[src/hdl/lscsw_pkg.sv]
// shared types, codes and defaults for the line state cache with stale window
`default_nettype none
package lscsw_pkg;

    localparam int LINE_DEPTH = 4096;
    localparam int STATE_BITS = 32;

    // operation codes
    localparam logic [2:0] OP_INSERT = 3'd0;
    localparam logic [2:0] OP_DELETE = 3'd1;
    localparam logic [2:0] OP_EXTEND = 3'd2;
    localparam logic [2:0] OP_COMMIT = 3'd3;
    localparam logic [2:0] OP_READ   = 3'd4;
    localparam logic [2:0] OP_RESET  = 3'd5;

    // status codes
    localparam logic [1:0] ST_DONE     = 2'd0;
    localparam logic [1:0] ST_IGNORED  = 2'd1;
    localparam logic [1:0] ST_CAPACITY = 2'd2;

    typedef struct packed {
        logic [2:0]  op;
        logic [11:0] line;
        logic [12:0] count;
        logic [31:0] state_value;
    } in_t;

    typedef struct packed {
        logic [31:0] read_value;
        logic [12:0] first_stale_line;
        logic        stale_open;
        logic [12:0] stale_length;
        logic [12:0] line_total;
        logic [1:0]  status;
    } out_t;

    typedef enum logic [2:0] {
        S_IDLE,
        S_PLAN,
        S_SHIFT,
        S_FILL,
        S_FETCH,
        S_RESP
    } fsm_t;

    typedef struct packed {
        logic latch;
        logic plan;
        logic shift;
        logic fill;
        logic fetch;
        logic load_out;
    } cmd_t;

    typedef struct packed {
        logic need_fetch;
        logic shift_busy;
        logic fill_busy;
    } stat_t;

endpackage
`default_nettype wire

[src/hdl/lscsw_ctrl.sv]
// sequencing state machine: accept, plan, shift, fill, fetch, respond
`default_nettype none
module lscsw_ctrl (
    input  wire logic            aclk,
    input  wire logic            aresetn,
    input  wire logic            s_valid,
    output logic                 s_ready,
    output logic                 m_valid,
    input  wire logic            m_ready,
    input  wire lscsw_pkg::stat_t stat,
    output lscsw_pkg::cmd_t      cmd
);

    lscsw_pkg::fsm_t state_reg, state_next;
    logic            m_valid_reg, m_valid_next;
    logic            out_free;

    assign out_free = !m_valid_reg || m_ready;
    assign s_ready  = (state_reg == lscsw_pkg::S_IDLE);
    assign m_valid  = m_valid_reg;

    // next state
    always_comb begin
        state_next = state_reg;
        case (state_reg)
            lscsw_pkg::S_IDLE: begin
                if (s_valid) state_next = lscsw_pkg::S_PLAN;
            end
            lscsw_pkg::S_PLAN: begin
                state_next = stat.need_fetch ? lscsw_pkg::S_FETCH : lscsw_pkg::S_SHIFT;
            end
            lscsw_pkg::S_SHIFT: begin
                if (!stat.shift_busy) state_next = lscsw_pkg::S_FILL;
            end
            lscsw_pkg::S_FILL: begin
                if (!stat.fill_busy) state_next = lscsw_pkg::S_RESP;
            end
            lscsw_pkg::S_FETCH: begin
                state_next = lscsw_pkg::S_RESP;
            end
            lscsw_pkg::S_RESP: begin
                if (out_free) state_next = lscsw_pkg::S_IDLE;
            end
            default: begin
                state_next = lscsw_pkg::S_IDLE;
            end
        endcase
    end

    // commands and output valid
    always_comb begin
        cmd          = '0;
        m_valid_next = m_valid_reg && !m_ready;
        case (state_reg)
            lscsw_pkg::S_IDLE:  cmd.latch = s_valid;
            lscsw_pkg::S_PLAN:  cmd.plan  = 1'b1;
            lscsw_pkg::S_SHIFT: cmd.shift = 1'b1;
            lscsw_pkg::S_FILL:  cmd.fill  = 1'b1;
            lscsw_pkg::S_FETCH: cmd.fetch = 1'b1;
            lscsw_pkg::S_RESP: begin
                if (out_free) begin
                    cmd.load_out = 1'b1;
                    m_valid_next = 1'b1;
                end
            end
            default: begin
                cmd = '0;
            end
        endcase
    end

    always_ff @(posedge aclk) begin
        if (!aresetn) begin
            state_reg   <= lscsw_pkg::S_IDLE;
            m_valid_reg <= 1'b0;
        end else begin
            state_reg   <= state_next;
            m_valid_reg <= m_valid_next;
        end
    end

endmodule
`default_nettype wire

[config.mk]
export PLATFORM = sky130hd
export DESIGN_NAME = lscsw_ctrl
export DESIGN_NICKNAME = d
export VERILOG_FILES = /design/src/hdl/lscsw_pkg.sv /design/src/hdl/lscsw_ctrl.sv
export SDC_FILE = /design/constraint.sdc
export NUM_CORES = 1
export LEC_CHECK = 0
export ABC_AREA = 1
export BUFFER_PORTS_ARGS = -buffer_cell sky130_fd_sc_hd__buf_2
export CORE_AREA = 2 2 39 41
export DETAILED_ROUTE_END_ITERATION = 10
export DIE_AREA = 0 0 41 43
export PLACE_DENSITY = 0.49
export SKIP_CTS_REPAIR_TIMING = 1
export SYNTH_ARGS = -nofsm -noshare
export SYNTH_HDL_FRONTEND = slang
export SYNTH_SLANG_ARGS = --single-unit
[constraint.sdc]
create_clock -name aclk -period 1.85 [get_ports aclk]
set_clock_uncertainty 0.05 [all_clocks]
set_input_delay 0.37 -clock aclk [delete_from_list [all_inputs] [get_ports aclk]]
set_output_delay 0.37 -clock aclk [all_outputs]
set_load 0.01 [all_outputs]
==> metrics <==
status=finished clean; # diodes=0; measured slew at the worst slew-check pin=0.3297 ns; worst min path class=primary input to register; Worst R2R End=state_reg[0]; vias after detailed routing=384; RSZ-0062 raised after global routing=no; Skew-Pair Late Insertion Delay=0.23 ns; synthesis-to-finish area growth=26.57%; share of cells above drive strength 1=0.3514; WL per Instance=8.289 um; worst stage delay on the critical path=0.50 ns; Clk Tree Root Cell=clkbuf_4; Max Cap Viol=0; die area=0.001763 sq mm; final worst slack=0.2431 ns; hold path start=aresetn; routed wire length=746 um; Max Freq=0.6223 GHz; die width=41 um; Pwr Total=0.7107 mW; CTS Buffer Depth=2; critical path class=register to output pin; H-tree depth=1; Slew headroom=0.7799; setup violators final=0; I/O pins=15; Req. time, crit path=1.43 ns; IO buf count=14; GR Overflow Total=0; Final Hold Fails=0; Area after DPL=406.6 sq um; drt first pass iters=4; first-pass GRT wire length=1179 um; vias per cell=4.267; Design Area, Final=429.2 sq um; GRT Util Overall=0.09940; leak pwr=0.2468 nW; final net count=83; Avg Cell Area, Syn=5.747 sq um; Cells after Synth=59; # rows=14; critical-path cell list=inv_1 > nand3_1 > nor2_1 > buf_2; clock sinks=4; 1st-iter DRT viols=13; Post-Route Setup TNS=0 ns; Synth cell types=13; Max IR drop VDD=347.2 uV; RD Place Congestion=0.6959; Area contributors post-synth=dfxtp_1 24%, nor2_1 20%, nand3_1 12%; post-synthesis sequential area ratio=0.2362; min cycle time layout=1.607 ns; final HPWL from detailed placement=622.1 um; core area=0.001384 sq mm; Routed Antenna Nets=0; Hold Crit Depth=3; hold path endpoint=state_reg[2]; Tcrit/Tclk final=0.8686; reg2reg path depth=7; max reg flops=3; Remaining DRCs=0; Synth Warn #=0; syn_nets=66; CTS tree=done; Max Slew Vio Count=0; area leader, netlist=dfxtp_1; worst flop-to-flop path startpoint=state_reg[1]; Initial Util=0.2450; Die Y=43 um; vias in the first global route=330; post-synth design cell area=339.1 sq um; initial antenna violation count=0; largest net degree at the start of global routing=10; crit start category=register; Num CTS Buffers=3; CP arrival=1.19 ns; crit-path max FO=8; clock-pin slew of the registers on the worst-case setup and hold paths=0.04 ns; pre-CTS setup slack=0.4834 ns; flop and latch count out of synthesis=4; kind of end point of the critical path=output pin; placed cells=87; pwr dens=1656 mW/mm^2; Synth top area share=0.2362; setup slack, reg-to-reg=0.54 ns; CP max stage cell=dfxtp_1; Layout Cells excl Fill=90
power by group:
part,leakage (nW),switching [mW],internal (mW),total (mW)
clock,0.0138,0.0330,0.0724,0.105
combinational,0.200,0.248,0.164,0.412
sequential,0.0330,0.0729,0.120,0.193
area by class of cell:
class | instances | area [sq um]
sequential | 4 | 80.08
fill | 168 | 954.7
inverter | 10 | 37.54
tap | 16 | 20.02
timing repair buffer | 14 | 70.07
multi-input combinational | 43 | 198.9
clock buffer | 3 | 22.52
worst max path at each step:
| stage | startpoint | to | slack [ns] | cells past startpoint |
|---|---|---|---|---|
| after floorplan | state_reg[1] | cmd[5] | 0.58 | 4 |
| after global placement | state_reg[1] | cmd[2] | 0.46 | 3 |
| after detailed placement | state_reg[1] | cmd[0] | 0.48 | 4 |
| after CTS | state_reg[1] | cmd[0] | 0.24 | 4 |
| after global routing | state_reg[1] | cmd[0] | 0.14 | 4 |
| final | state_reg[1] | cmd[0] | 0.24 | 4 |
metal layers:
layer	global-route usage	vias up	share of wire
met5	0	-	0
met4	0.04000	0	0
met3	0.04712	0	0.047
met2	0.1656	10	0.51
met1	0.09968	164	0.45
li1	-	210	-
metrics by stage:
stage	util	hold slack (ns)
after CTS	0.3101	0.3439
after global placement	0.2939	0.4863
after floorplan	-	0.4407
after detailed placement	0.2939	0.4722
after global routing	0.3101	0.3581
final	0.3101	0.3485
cells in the final DEF (no fill, tap or decap), drive strengths merged:
master,instances
nor2,23
buf,14
inv,10
nand3,8
nand2,7
dfxtp,4
clkbuf,3
nor3,2
nand4,1
a21boi,1
o21ai,1
cell families (layout without fill, tap and decap cells):
kind of cell / Yosys count / in the layout / synth area share
flops: 4 / 4 / 0.2362
buf+inv: 12 / 27 / 0.1771
simple gates: 41 / 41 / 0.5498
compound gates: 2 / 2 / 0.03689
cells in the mapped netlist:
| cell | instances |
|---|---|
| inv_2 | 4 |
| nor2_1 | 18 |
| nor2_2 | 4 |
| a21boi_0 | 1 |
| nand3_1 | 8 |
| o21ai_0 | 1 |
| nand2_1 | 7 |
| buf_6 | 2 |
| dfxtp_1 | 4 |
| nor3_1 | 2 |
| nand4_1 | 1 |
| inv_1 | 6 |
| nor2_4 | 1 |
critical path, delay by kind of cell, from the launching register on:
family,cells,cell delay [ns]
buffers and inverters,2,0.26
flip-flops,1,0.50
AND/OR/NAND/NOR,2,0.19
Note: power is estimated with default switching activity, not from simulation.
